<file path="config.mk">
export PLATFORM = sky130hd
export DESIGN_NAME = utf8_to_ucs2_decoder_unit
export DESIGN_NICKNAME = d
export VERILOG_FILES = /design/src/rtl/u8u2_pkg.sv /design/src/rtl/utf8_to_ucs2_decoder_unit.sv /design/src/rtl/u8u2_front.sv /design/src/rtl/u8u2_queue.sv /design/src/rtl/u8u2_back.sv
export SDC_FILE = /design/constraint.sdc
export NUM_CORES = 1
export LEC_CHECK = 0
export BUFFER_PORTS_ARGS = -buffer_cell sky130_fd_sc_hd__buf_2
export CORE_ASPECT_RATIO = 0.6
export CORE_MARGIN = 2
export CORE_UTILIZATION = 45
export CTS_BUF_LIST = sky130_fd_sc_hd__clkbuf_4 sky130_fd_sc_hd__clkbuf_8
export CTS_CLUSTER_DIAMETER = 100
export DETAILED_ROUTE_END_ITERATION = 8
export HOLD_SLACK_MARGIN = 0.06
export PLACE_DENSITY = 0.67
export SETUP_SLACK_MARGIN = 0.3
export SKIP_CTS_REPAIR_TIMING = 1
export SKIP_LAST_GASP = 1
export SLEW_MARGIN = 15
export SYNTH_ARGS = -nofsm -noshare
export SYNTH_HDL_FRONTEND = slang
export SYNTH_SLANG_ARGS = --single-unit
</file>
<file path="constraint.sdc">
create_clock -name i_clk -period 23.2 [get_ports i_clk]
set_input_delay 4.64 -clock i_clk [delete_from_list [all_inputs] [get_ports i_clk]]
set_output_delay 4.64 -clock i_clk [all_outputs]
set_load 0.1 [all_outputs]
</file>
<file path="src/rtl/u8u2_pkg.sv">
`default_nettype none

package u8u2_pkg;

    localparam int unsigned QDEPTH = 4;
    localparam int unsigned QPTR_W = $clog2(QDEPTH);
    localparam int unsigned QCNT_W = $clog2(QDEPTH + 1);

    localparam logic [7:0] CONT_MIN  = 8'h80;
    localparam logic [7:0] LEAD2_MIN = 8'hC0;
    localparam logic [7:0] LEAD3_MIN = 8'hE0;

    // Results produced by one request: up to three code units and a terminator.
    typedef struct packed {
        logic [2:0]       cnt;
        logic             term;
        logic [3:0][15:0] unit;
    } t_bundle;

    typedef struct packed {
        t_bundle    bun;
        logic [7:0] h0;
        logic [7:0] h1;
        logic [1:0] hc;
        logic       done;
    } t_step;

    function automatic logic [15:0] fallback(input logic [7:0] b);
        return {9'd0, b[6:0]};
    endfunction

    function automatic t_step decode(input logic [7:0] h0, input logic [7:0] h1,
                                     input logic [1:0] hc, input logic [7:0] b,
                                     input logic last);
        t_step       r;
        logic [23:0] win;
        logic [1:0]  n;
        logic [1:0]  used;
        logic        stop;
        logic        zhit;
        logic [7:0]  b0;
        logic [7:0]  b1;
        logic [7:0]  b2;
        logic [15:0] u;
        logic [2:0]  k;
        r    = '0;
        win  = {8'h00, h1, h0};
        n    = (hc == 2'd3) ? 2'd2 : hc;
        case (n)
            2'd0:    win[7:0]   = b;
            2'd1:    win[15:8]  = b;
            default: win[23:16] = b;
        endcase
        n    = n + 2'd1;
        k    = 3'd0;
        stop = 1'b0;
        zhit = 1'b0;
        for (int it = 0; it < 3; it++) begin
            b0   = win[7:0];
            b1   = win[15:8];
            b2   = win[23:16];
            used = 2'd0;
            u    = 16'd0;
            if (!stop && n != 2'd0) begin
                if (b0 == 8'h00) begin
                    r.bun.unit[k[1:0]] = 16'd0;
                    r.bun.term = 1'b1;
                    k    = k + 3'd1;
                    zhit = 1'b1;
                    n    = 2'd0;
                    stop = 1'b1;
                end else if (b0 < CONT_MIN) begin
                    u    = {8'd0, b0};
                    used = 2'd1;
                end else if (b0 >= LEAD2_MIN && b0 < LEAD3_MIN) begin
                    if (n >= 2'd2) begin
                        if (b1 >= CONT_MIN) begin
                            u    = {5'd0, b0[4:0], b1[5:0]};
                            used = 2'd2;
                        end else begin
                            u    = fallback(b0);
                            used = 2'd1;
                        end
                    end else if (last) begin
                        u    = fallback(b0);
                        used = 2'd1;
                    end
                end else if (b0 >= LEAD3_MIN) begin
                    if (n >= 2'd2 && b1 < CONT_MIN) begin
                        u    = fallback(b0);
                        used = 2'd1;
                    end else if (n == 2'd3) begin
                        if (b2 >= CONT_MIN) begin
                            u    = {b0[3:0], b1[5:0], b2[5:0]};
                            used = 2'd3;
                        end else begin
                            u    = fallback(b0);
                            used = 2'd1;
                        end
                    end else if (last) begin
                        u    = fallback(b0);
                        used = 2'd1;
                    end
                end else begin
                    u    = fallback(b0);
                    used = 2'd1;
                end
                if (!zhit) begin
                    if (used == 2'd0) begin
                        stop = 1'b1;
                    end else begin
                        r.bun.unit[k[1:0]] = u;
                        k   = k + 3'd1;
                        win = win >> {used, 3'b000};
                        n   = n - used;
                    end
                end
            end
        end
        if (last && !zhit) begin
            r.bun.unit[k[1:0]] = 16'd0;
            r.bun.term = 1'b1;
            k = k + 3'd1;
            n = 2'd0;
        end
        r.done    = zhit || last;
        r.bun.cnt = k;
        r.hc      = (n == 2'd3) ? 2'd2 : n;
        r.h0      = (r.hc != 2'd0) ? win[7:0] : 8'h00;
        r.h1      = (r.hc == 2'd2) ? win[15:8] : 8'h00;
        return r;
    endfunction

endpackage

`default_nettype wire

</file>
<file path="src/rtl/utf8_to_ucs2_decoder_unit.sv">
`default_nettype none

// Channel  | Direction | Handshake          | Payload
// input    | in        | i_valid / o_ready  | i_in_byte[7:0], i_last_byte
// output   | out       | o_valid / i_ready  | o_code_unit[15:0], o_end_mark
//
// One byte request is taken per cycle while the four-entry result queue has room.
// A byte that completes several units delivers them one per cycle from the back end
// while i_ready is high. When the queue and the output stage are empty, the first
// result of an accepted byte is written into the queue, then loaded into the output
// register before it is shown.
// Reset is synchronous and active low; it clears held bytes, the queue and the output.
// Output stalls fill the queue and then drop o_ready; bytes after the terminator are
// accepted and discarded.

module utf8_to_ucs2_decoder_unit (
    input  wire         i_clk,
    input  wire         i_rst_n,
    input  wire         i_valid,
    output logic        o_ready,
    input  wire  [7:0]  i_in_byte,
    input  wire         i_last_byte,
    output logic        o_valid,
    input  wire         i_ready,
    output logic [15:0] o_code_unit,
    output logic        o_end_mark
);

    u8u2_pkg::t_bundle push_data;
    u8u2_pkg::t_bundle head_data;
    logic              push;
    logic              full;
    logic              empty;
    logic              pop;

    u8u2_front u_front (
        .i_clk       (i_clk),
        .i_rst_n     (i_rst_n),
        .i_valid     (i_valid),
        .o_ready     (o_ready),
        .i_in_byte   (i_in_byte),
        .i_last_byte (i_last_byte),
        .i_full      (full),
        .o_push      (push),
        .o_bundle    (push_data)
    );

    u8u2_queue u_queue (
        .i_clk   (i_clk),
        .i_rst_n (i_rst_n),
        .i_push  (push),
        .o_full  (full),
        .i_data  (push_data),
        .i_pop   (pop),
        .o_empty (empty),
        .o_data  (head_data)
    );

    u8u2_back u_back (
        .i_clk       (i_clk),
        .i_rst_n     (i_rst_n),
        .i_empty     (empty),
        .i_data      (head_data),
        .o_pop       (pop),
        .o_valid     (o_valid),
        .i_ready     (i_ready),
        .o_code_unit (o_code_unit),
        .o_end_mark  (o_end_mark)
    );

endmodule

`default_nettype wire

</file>
<file path="src/rtl/u8u2_front.sv">
`default_nettype none

module u8u2_front (
    input  wire                 i_clk,
    input  wire                 i_rst_n,
    input  wire                 i_valid,
    output logic                o_ready,
    input  wire  [7:0]          i_in_byte,
    input  wire                 i_last_byte,
    input  wire                 i_full,
    output logic                o_push,
    output u8u2_pkg::t_bundle   o_bundle
);

    logic [7:0]      r_h0, n_h0;
    logic [7:0]      r_h1, n_h1;
    logic [1:0]      r_hc, n_hc;
    logic            r_done, n_done;
    logic            accept;
    u8u2_pkg::t_step step;

    always_comb begin
        step     = u8u2_pkg::decode(r_h0, r_h1, r_hc, i_in_byte, i_last_byte);
        o_ready  = !i_full;
        accept   = i_valid && o_ready;
        o_push   = accept && !r_done && (step.bun.cnt != 3'd0);
        o_bundle = step.bun;
        n_h0     = r_h0;
        n_h1     = r_h1;
        n_hc     = r_hc;
        n_done   = r_done;
        if (accept && !r_done) begin
            n_h0   = step.h0;
            n_h1   = step.h1;
            n_hc   = step.hc;
            n_done = step.done;
        end
    end

    always_ff @(posedge i_clk) begin
        if (!i_rst_n) begin
            r_h0   <= 8'h00;
            r_h1   <= 8'h00;
            r_hc   <= 2'd0;
            r_done <= 1'b0;
        end else begin
            r_h0   <= n_h0;
            r_h1   <= n_h1;
            r_hc   <= n_hc;
            r_done <= n_done;
        end
    end

endmodule

`default_nettype wire

</file>
<file path="src/rtl/u8u2_queue.sv">
`default_nettype none

module u8u2_queue (
    input  wire                 i_clk,
    input  wire                 i_rst_n,
    input  wire                 i_push,
    output logic                o_full,
    input  u8u2_pkg::t_bundle   i_data,
    input  wire                 i_pop,
    output logic                o_empty,
    output u8u2_pkg::t_bundle   o_data
);

    u8u2_pkg::t_bundle                r_mem [u8u2_pkg::QDEPTH];
    logic [u8u2_pkg::QPTR_W-1:0]      r_wr, n_wr;
    logic [u8u2_pkg::QPTR_W-1:0]      r_rd, n_rd;
    logic [u8u2_pkg::QCNT_W-1:0]      r_cnt, n_cnt;
    logic                             do_pop;

    always_comb begin
        o_full  = (r_cnt == u8u2_pkg::QCNT_W'(u8u2_pkg::QDEPTH));
        o_empty = (r_cnt == '0);
        o_data  = r_mem[r_rd];
        do_pop  = i_pop && !o_empty;
        n_wr    = i_push ? r_wr + 1'b1 : r_wr;
        n_rd    = do_pop ? r_rd + 1'b1 : r_rd;
        n_cnt   = r_cnt;
        if (i_push && !do_pop) begin
            n_cnt = r_cnt + 1'b1;
        end else if (!i_push && do_pop) begin
            n_cnt = r_cnt - 1'b1;
        end
    end

    always_ff @(posedge i_clk) begin
        if (i_push) begin
            r_mem[r_wr] <= i_data;
        end
    end

    always_ff @(posedge i_clk) begin
        if (!i_rst_n) begin
            r_wr  <= '0;
            r_rd  <= '0;
            r_cnt <= '0;
        end else begin
            r_wr  <= n_wr;
            r_rd  <= n_rd;
            r_cnt <= n_cnt;
        end
    end

endmodule

`default_nettype wire

</file>
<file path="src/rtl/u8u2_back.sv">
`default_nettype none

module u8u2_back (
    input  wire                 i_clk,
    input  wire                 i_rst_n,
    input  wire                 i_empty,
    input  u8u2_pkg::t_bundle   i_data,
    output logic                o_pop,
    output logic                o_valid,
    input  wire                 i_ready,
    output logic [15:0]         o_code_unit,
    output logic                o_end_mark
);

    u8u2_pkg::t_bundle r_cur, n_cur;
    logic              r_valid, n_valid;
    logic [1:0]        r_idx, n_idx;
    logic              take;
    logic              last_item;

    always_comb begin
        o_valid     = r_valid;
        o_code_unit = r_cur.unit[r_idx];
        last_item   = ({1'b0, r_idx} == r_cur.cnt - 3'd1);
        o_end_mark  = r_cur.term && last_item;
        take        = r_valid && i_ready;
        o_pop       = (!r_valid || (take && last_item)) && !i_empty;
        n_cur       = r_cur;
        n_valid     = r_valid;
        n_idx       = r_idx;
        if (o_pop) begin
            n_cur   = i_data;
            n_valid = 1'b1;
            n_idx   = 2'd0;
        end else if (take && last_item) begin
            n_valid = 1'b0;
        end else if (take) begin
            n_idx   = r_idx + 2'd1;
        end
    end

    always_ff @(posedge i_clk) begin
        r_cur <= n_cur;
    end

    always_ff @(posedge i_clk) begin
        if (!i_rst_n) begin
            r_valid <= 1'b0;
            r_idx   <= 2'd0;
        end else begin
            r_valid <= n_valid;
            r_idx   <= n_idx;
        end
    end

    a_end_is_zero: assert property (@(posedge i_clk) disable iff (!i_rst_n)
        o_valid && o_end_mark |-> o_code_unit == 16'd0)
        else $error("terminator carries a non-zero code unit");

    a_idx_in_range: assert property (@(posedge i_clk) disable iff (!i_rst_n)
        r_valid |-> ({1'b0, r_idx} < r_cur.cnt))
        else $error("result index beyond bundle size");

    a_nothing_after_end: assert property (@(posedge i_clk) disable iff (!i_rst_n)
        o_valid && i_ready && o_end_mark |=> !o_valid)
        else $error("result delivered after terminator");

endmodule

`default_nettype wire
</file>
Word-level counts from Yosys, hierarchy flattened
Memories as Yosys holds them, arrays and structs flattened. A register that Yosys moved wholly into a read port is not among the register bits.
Cells that the tools add are included.
- bits in writable memories: 272
- register bits: 29
- input port bits: 13
- output and inout bits: 19
- memories kept: 1
- memories (name ; words ; width ; rd ports ; clocked after memory_dff ; wr ports ; RTL line ; RTL):
    u_queue.r_mem ; 4 ; 68 ; 1 ; 1 ; 1 ; u8u2_queue.sv:14 ; u8u2_pkg::t_bundle r_mem [u8u2_pkg::QDEPTH];
- muxes and demuxes: 166
- add/sub/neg operators: 16
- shifts and indexed selects: 3
- eq/ne operators: 9
- reductions and logical operators: 54
- bitwise logic cells: 8
- magnitude comparators: 37
- operators by type and width (cell ; number):
    16-bit two-way mux ; 38
    65-bit two-way mux ; 8
    64-bit two-way mux ; 6
    64-bit AND ; 3
    64-bit bitwise mux ; 3
    16-bit demux with 2-bit select ; 6
    64-bit NOT ; 3
    24-bit two-way mux ; 6
    8-bit greater-or-equal comparator (second input constant) ; 12
    2-bit two-way mux ; 48
    8-bit less-than comparator (second input constant) ; 9
    3-bit two-way mux ; 17
    24-bit by 5-bit right shift with 24-bit output ; 2
    8-bit two-way mux ; 5
    11-bit two-way mux ; 3
    16-bit binary-select mux with 2-bit select ; 1
    1-bit logical AND ; 25
    8-bit zero test ; 3
    24-bit by 5-bit right shift with 16-bit output ; 1
    1-bit two-way mux ; 22
    3-bit by 1-bit adder with 3-bit output (second input constant) ; 7
    2-bit by 3-bit less-than comparator with 1-bit output (second input constant) ; 7
    7-bit two-way mux ; 3
    2-bit == test (second input constant) ; 6
    17 further kinds ; 49

Logic depth before layout (Yosys ltp)
- word-level depth: 52
- gate-level depth with buffers: 36
- mapped depth without buffers: 34

Cells and area by module
From an unflattened synthesis, not the netlist that was laid out.
- cell total of the unflattened synthesis: 1213
- area total of the unflattened synthesis: 17708.2 um^2
- modules (own cells, without submodules) (module ; instances ; sequential area each (um^2) ; cells an instance ; area an instance (um^2)):
    u8u2_queue ; 1 ; 8348.0 ; 399 ; 10289.9
    u8u2_front ; 1 ; 380.4 ; 704 ; 4747.1
    u8u2_back ; 1 ; 2102.0 ; 110 ; 2671.3

Least setup slack after synthesis
Ideal clock, no wire load.
- path kind: input to register
- start: input i_in_byte[5]
- end: memory u_queue.r_mem[0][0] (netlist name), enable pin
- path buffers: 2
- arrival time: 12004 ps
- setup slack: 10763 ps
- data required time: 22767 ps
- library setup time: 433 ps
- stages on the path: 28
- path through: buf_6 or4b_1 a221o_1 nand3_1 nand2_1 clkinv_1 ha_1 nand4_1 mux2i_1 nor4_4 nor4_2 or2_4 mux2i_1 or4_1 buf_6 xnor2_1 ha_1 nor3_1 a21oi_1 o21ai_0 inv_1 ha_1 nand2_1 a21oi_1 xnor2_2 xnor2_2 a41oi_4 and2_1
- word-level cells in the longest chain between the ends: 46
- elaborated cells between the ends (all ways): 140
- classes of those cells: add/sub (8); order compare (23); eq/ne (2); shift (2); mux (83); reduce/logical (22)
- ends and longest elaborated chain (element ; RTL line ; RTL):
    start: declaration ; utf8_to_ucs2_decoder_unit.sv:21 ; input wire [7:0] i_in_byte,
    8-bit two-way mux ; u8u2_pkg.sv:49 ; case (n)
    8-bit greater-or-equal comparator ; u8u2_pkg.sv:93 ; if (b2 >= CONT_MIN) begin
    2-bit two-way mux ; u8u2_pkg.sv:93 ;
    2-bit two-way mux ; u8u2_pkg.sv:92 ; end else if (n == 2'd3) begin
    2-bit two-way mux ; u8u2_pkg.sv:89 ; if (n >= 2'd2 && b1 < CONT_MIN) begin
    2-bit two-way mux ; u8u2_pkg.sv:88 ; end else if (b0 >= LEAD3_MIN) begin
    2-bit two-way mux ; u8u2_pkg.sv:75 ; end else if (b0 >= LEAD2_MIN && b0 < LEAD3_MIN) begin
    2-bit two-way mux ; u8u2_pkg.sv:72 ; end else if (b0 < CONT_MIN) begin
    [... 31 more ...] ; - ;
    3-bit two-way mux ; u8u2_pkg.sv:64 ; if (!stop && n != 2'd0) begin
    3-bit by 1-bit adder with 3-bit output ; u8u2_pkg.sv:123 ; k = k + 3'd1;
    3-bit two-way mux (*) ; u8u2_pkg.sv:120 ; if (last && !zhit) begin
    3-bit nonzero test (*) ; u8u2_front.sv:26 ; o_push = accept && !r_done && (step.bun.cnt != 3'd0);
    1-bit logical AND (*) ; u8u2_front.sv:26 ;
    net push ; utf8_to_ucs2_decoder_unit.sv:31 ; logic push;
    1-bit two-way mux (*) ; u8u2_queue.sv:36 ; if (i_push) begin
    1-bit two-way mux (implied by the code) (*) ; u8u2_queue.sv:37 ; r_mem[r_wr] <= i_data;
    end: declaration ; u8u2_queue.sv:14 ;
Mark *: on every way through the listed nets, which the timed path passes. The rest lies on a longest branch. The select of a mux whose other input is x is not followed.

Worst setup path in the final report
- start: input i_last_byte
- end: memory u_queue.r_mem[1][19] (netlist name), enable pin
- word-level cells in the longest chain between the ends: 44
- elaborated cells between the ends (all ways): 118
- classes of those cells: add/sub (7); order compare (16); eq/ne (2); shift (2); mux (72); reduce/logical (19)
- ends and longest elaborated chain (element ; RTL line ; RTL):
    start: declaration ; utf8_to_ucs2_decoder_unit.sv:22 ; input wire i_last_byte,
    1-bit two-way mux ; u8u2_pkg.sv:84, u8u2_pkg.sv:100 ;
    2-bit two-way mux ; u8u2_pkg.sv:92 ;
    2-bit two-way mux ; u8u2_pkg.sv:89 ;
    2-bit two-way mux ; u8u2_pkg.sv:88 ;
    2-bit two-way mux ; u8u2_pkg.sv:75 ;
    2-bit two-way mux ; u8u2_pkg.sv:72 ;
    2-bit two-way mux ; u8u2_pkg.sv:65 ; if (b0 == 8'h00) begin
    2-bit two-way mux ; u8u2_pkg.sv:64 ;
    [... 29 more ...] ; - ;
    3-bit two-way mux ; u8u2_pkg.sv:64 ;
    3-bit by 1-bit adder with 3-bit output ; u8u2_pkg.sv:123 ;
    3-bit two-way mux (*) ; u8u2_pkg.sv:120 ;
    3-bit nonzero test (*) ; u8u2_front.sv:26 ;
    1-bit logical AND (*) ; u8u2_front.sv:26 ;
    net push ; utf8_to_ucs2_decoder_unit.sv:31 ;
    1-bit two-way mux (*) ; u8u2_queue.sv:36 ;
    1-bit two-way mux (implied by the code) (*) ; u8u2_queue.sv:37 ;
Marks and branches as above.

==> results by stage <==
Power and ir drop:
- The cell area power density is about 120 mW/mm².
- The worst-case IR drop observed on VDD is about 0.00012 V.
- The leakage power summed over all cells is roughly 6.3 nW.

Die:
- The area of the core is roughly 0.038 mm².
- For this design the top-level I/O count stands at 32.
- The starting utilization of the core area is 0.4567.
- The number of rows in the core area is 55.
- The die height is approximately 160 µm.
- The overall die width is about 260 µm.
- The die covers ~0.04 mm².

Logic synthesis:
- Summing every instance area after synthesis gives about 0.017 mm².
- Synthesis produced between 1000 and 1500 cells.
- After synthesis, the share of flip-flops with an asynchronous set or reset is 0.
- In this run the mean area of a mapped cell was 14.58 µm².
- Yosys printed 0 warnings.
- The synthesized-area fraction occupied by ao, oa, aoi and oai cells came to 0.09789.
- Sorting the synthesized cells by area gives the leading types as sky130_fd_sc_hd__edfxtp_1 (59%), sky130_fd_sc_hd__mux4_2 (11%), sky130_fd_sc_hd__dfxtp_1 (3.4%).
- The number of distinct library cell variants in the gate-level netlist after synthesis is just under 100.
- After synthesis, the share of cell area in mux cells is 0.1239.
- The count of flip-flops with a built-in enable after synthesis is between 300 and 400.
- After synthesis, the largest family of logic cells by area is multiplexers.
- Among all flip-flop cells after synthesis, the most frequent one is sky130_fd_sc_hd__edfxtp_1.
- The share of the Yosys chip area taken by registers is 0.6277.
- The number of register bits inferred by synthesis is 369.
- The xor/xnor cell area share of the yosys netlist is 0.008006.
- Of the total synthesized cell area, the portion taken by AND, OR, NAND and NOR gates is 0.09920.
- The share of the synthesized area in the top cell type is 0.5939.
- The cell accounting for the most synthesized area is sky130_fd_sc_hd__edfxtp_1.
- Of the total synthesized cell area, the portion taken by full adders, half adders and majority gates is 0.02082.

Timing:
- Timing would allow up to between 70 and 80 MHz.
- The count of final setup violators is 0.
- The final count of pins violating max slew was 0.
- The worst pin sits at a relative slew slack of 0.1575.
- The pin slew with the least headroom to its limit is approximately 1.3 ns.
- The worst clock skew on the final layout is 0.03450 ns.
- The period utilization is 0.5864.
- The final number of hold-violating endpoints was 0.
- Adding up every negative setup slack in the final design gives 0 ns.
- The post-layout minimum cycle time is about 14 ns.
- Setup repair after global routing left no endpoint under its margin.

Worst setup path:
- In this run the critical register-to-register path is captured at u_queue.r_mem[1][19].
- The largest single stage delay on the critical path is 0.63 ns.
- The arrival time at the worst endpoint is between 10 and 15 ns.
- The slowest stage of the critical path belongs to the cell sky130_fd_sc_hd__buf_4.
- Measured in cells, the most critical reg-to-reg path has a length of 31.
- STA classifies the critical path endpoint as a flop.
- The startpoint of the worst register-to-register path is u_front.r_hc[1].
- The maximum fanout encountered on the critical timing path is between 40 and 50.
- The slack of the worst reg-to-reg path is approximately 13 ns.
- The most frequent cell on the critical path is sky130_fd_sc_hd__ha_1.
- The kind of start point of the critical path is a primary input.
- The critical path in this run is classified as in -> reg.
- The required time at the endpoint of the critical path is roughly 23 ns.

Routing:
- For this run, design rule violations remaining after detail routing come to 0.
- In the final routed layout, each cell accounts on average for between 20 and 25 µm.
- The DRC marker count from the first detailed-route iteration is approximately 1500.
- Detailed routing placed a total of roughly 18 mm of wire on met2.
- After detailed routing, the wire length on met1 is just over 20 mm.
- The aggregate routed wire length is between 40 and 50 mm.
- The count of TritonRoute iterations in the first routing pass is 6.
- In the routed layout, each cell is associated on average with a via count of just under 6.
- Summing over every cut layer, the via total after detailed routing is 10824.
- In this run the remaining antenna-violating nets after routing total 0.
- Detailed routing placed a total of roughly 5.3 mm of wire on met3.
- The detailed router used layers up to and including met4.

Clock tree:
- The number of H-tree levels is 2.
- The clock slew seen by the registers of the worst setup and hold paths is approximately 0.08 ns.
- The clock tree from TritonCTS is yes.
- The number of CTS-inserted buffers is 51.
- The clock latency reported for the late side of the worst-skew pair is 0.61 ns.
- The maximum clock insertion buffer count is 3.
- The root buffer cell chosen for the clock tree is sky130_fd_sc_hd__clkbuf_8.
- The total number of clock tree sinks is 369.

Min path:
- The worst hold path begins at u_front.r_done.
- The type of the tightest min-delay check is reg -> reg.
- The worst min-delay path endpoint is u_front.r_done.
- The worst hold path was traced through 2 stages.

Layout:
- Leaving out fill and tap cells, the most frequent cell in the layout is sky130_fd_sc_hd__edfxtp_1.
- The final cell count without fillers is 1831.
- The count of filler cells inserted in the layout is 3173.
- The area growth from synthesis to layout is 10.82%.
- In the layout the commonest cells are sky130_fd_sc_hd__edfxtp_1 (340), sky130_fd_sc_hd__nand2_1 (102), sky130_fd_sc_hd__nor2_1 (90), sky130_fd_sc_hd__mux4_2 (84), sky130_fd_sc_hd__conb_1 (62).
- In the final design database the tool counted roughly 1300 nets.
- The multi-input combinational cells in the finished layout cover a total of 0.006262 mm².
- The sequential cells in the finished layout cover a total of 0.01080 mm².
- The ratio of cells with drive above 1 in the final layout is 0.1983.

GRT:
- The maximum number of pins on one net before global-route repair is 70.
- The number of global-route vias before repair is just over 10000.
- The remaining global-route overflow is 0.
- In the global route stage, overall resource usage came out at 0.2240.
- The initial antenna violation count is 1.
- The first-pass GRT wire length is 66.72 mm.

Placed design:
- The number of buffer cells added on primary ports is 31.
- The half-perimeter wire length after detailed placement is ~29 mm.
- In this run, placement finished with an instance count of ~1700.
- The placer's final routability congestion estimate is between 0.9 and 1.

Outcome:
- The flow ran to the end, and the final reports show no timing, DRC or antenna violations.

Flow run:
- Max-cap violations in this run came to 0.
area by class of cell:
class                   instances  share of cell area
flip-flops and latches        369              0.5668
multi-input cells             779              0.3287
clock buffers                  66             0.04275
well taps                     513             0.03369
repair buffers                 48             0.01484
clock inverters                27            0.007618
inverters                      27            0.005319
diodes                          2           0.0002627
state kept, by name (all words and copies together) (netlist names):
signal and flops:
u_queue.r_mem 272, u_back.r_idx 2, u_front.r_h0 8, u_queue.r_cnt 3, u_back.r_cur 68, u_front.r_hc 2
u_front.r_done 1, u_queue.r_wr 2, u_front.r_h1 8, u_back.o_valid 1, u_queue.r_rd 2
cell families (layout without fill, tap and decap cells):
group	count (synthesis)	after routing
muxes	107	107
AOI/OAI and AO/OA	230	230
xor gates and xnor gates	14	14
and+or+nand+nor	338	338
adders and majority gates	28	28
DFF	369	369
other	2	64
buffers and inverters	91	168
synth_stat cells, drive strengths merged, types with 7 or more instances:
cell	number
or2	7
edfxtp	340
nand4	7
and2	24
mux4	84
nand3	23
ha	27
a211oi	7
dfxtp	29
inv	26
and3	12
a32oi	20
nor3	12
o22ai	10
a21oi	43
clkbuf	39
a22oi	18
nor2b	20
xnor2	8
or3	7
buf	25
o21ai	45
nand2	102
a21boi	7
mux2i	19
nor2	97
worst max path at each step:
stage | startpoint | to | slack [ns] | cells past startpoint
2_1_floorplan | i_in_byte[5] | u_queue.r_mem[0][0] | 10.76 | 28
4_1_cts | i_last_byte | u_queue.r_mem[1][32] | 9.84 | 31
3_3_place_gp | i_last_byte | u_queue.r_mem[1][16] | 9.57 | 28
6_report | i_last_byte | u_queue.r_mem[1][19] | 9.60 | 31
3_5_place_dp | i_last_byte | u_queue.r_mem[1][16] | 9.25 | 31
5_1_grt | i_last_byte | u_queue.r_mem[1][48] | 8.77 | 31
report_power, final:
| group | switching [mW] | internal, mW | total [mW] |
|---|---|---|---|
| Combinational | 0.576 | 0.257 | 0.833 |
| Sequential | 0.0527 | 0.941 | 0.994 |
| Clock | 0.245 | 0.232 | 0.478 |
| Total | 0.874 | 1.43 | 2.30 |
stage by stage:
stage	instance area [µm²]	hold slack, ns	util	worst slack [ns]	power (mW)
3_3_place_gp	18090	0.4623	0.4805	9.568	1.828
3_5_place_dp	18090	0.4723	0.4805	9.245	1.836
2_1_floorplan	17420	0.4494	-	10.76	1.620
5_1_grt	19050	0.5256	0.5060	8.770	2.425
6_report	19050	0.4878	0.5061	9.595	2.305
4_1_cts	19050	0.4902	0.5060	9.844	2.318
routing by layer:
metal  vias up  global-route usage
li1       4790                   -
met1      5430              0.3481
met2       550              0.2987
met3        54             0.08032
met4         0             0.04400
met5         -                   0
critical path, delay by kind of cell:
| family | cells | cell delay, ns |
|---|---|---|
| mux | 1 | 0.47 |
| xor+xnor | 2 | 0.32 |
| buf+inv | 4 | 1.42 |
| fa+ha+maj | 4 | 1.17 |
| simple gates | 11 | 2.61 |
| compound gates | 9 | 3.15 |
Power figures use the tool's default switching activity.
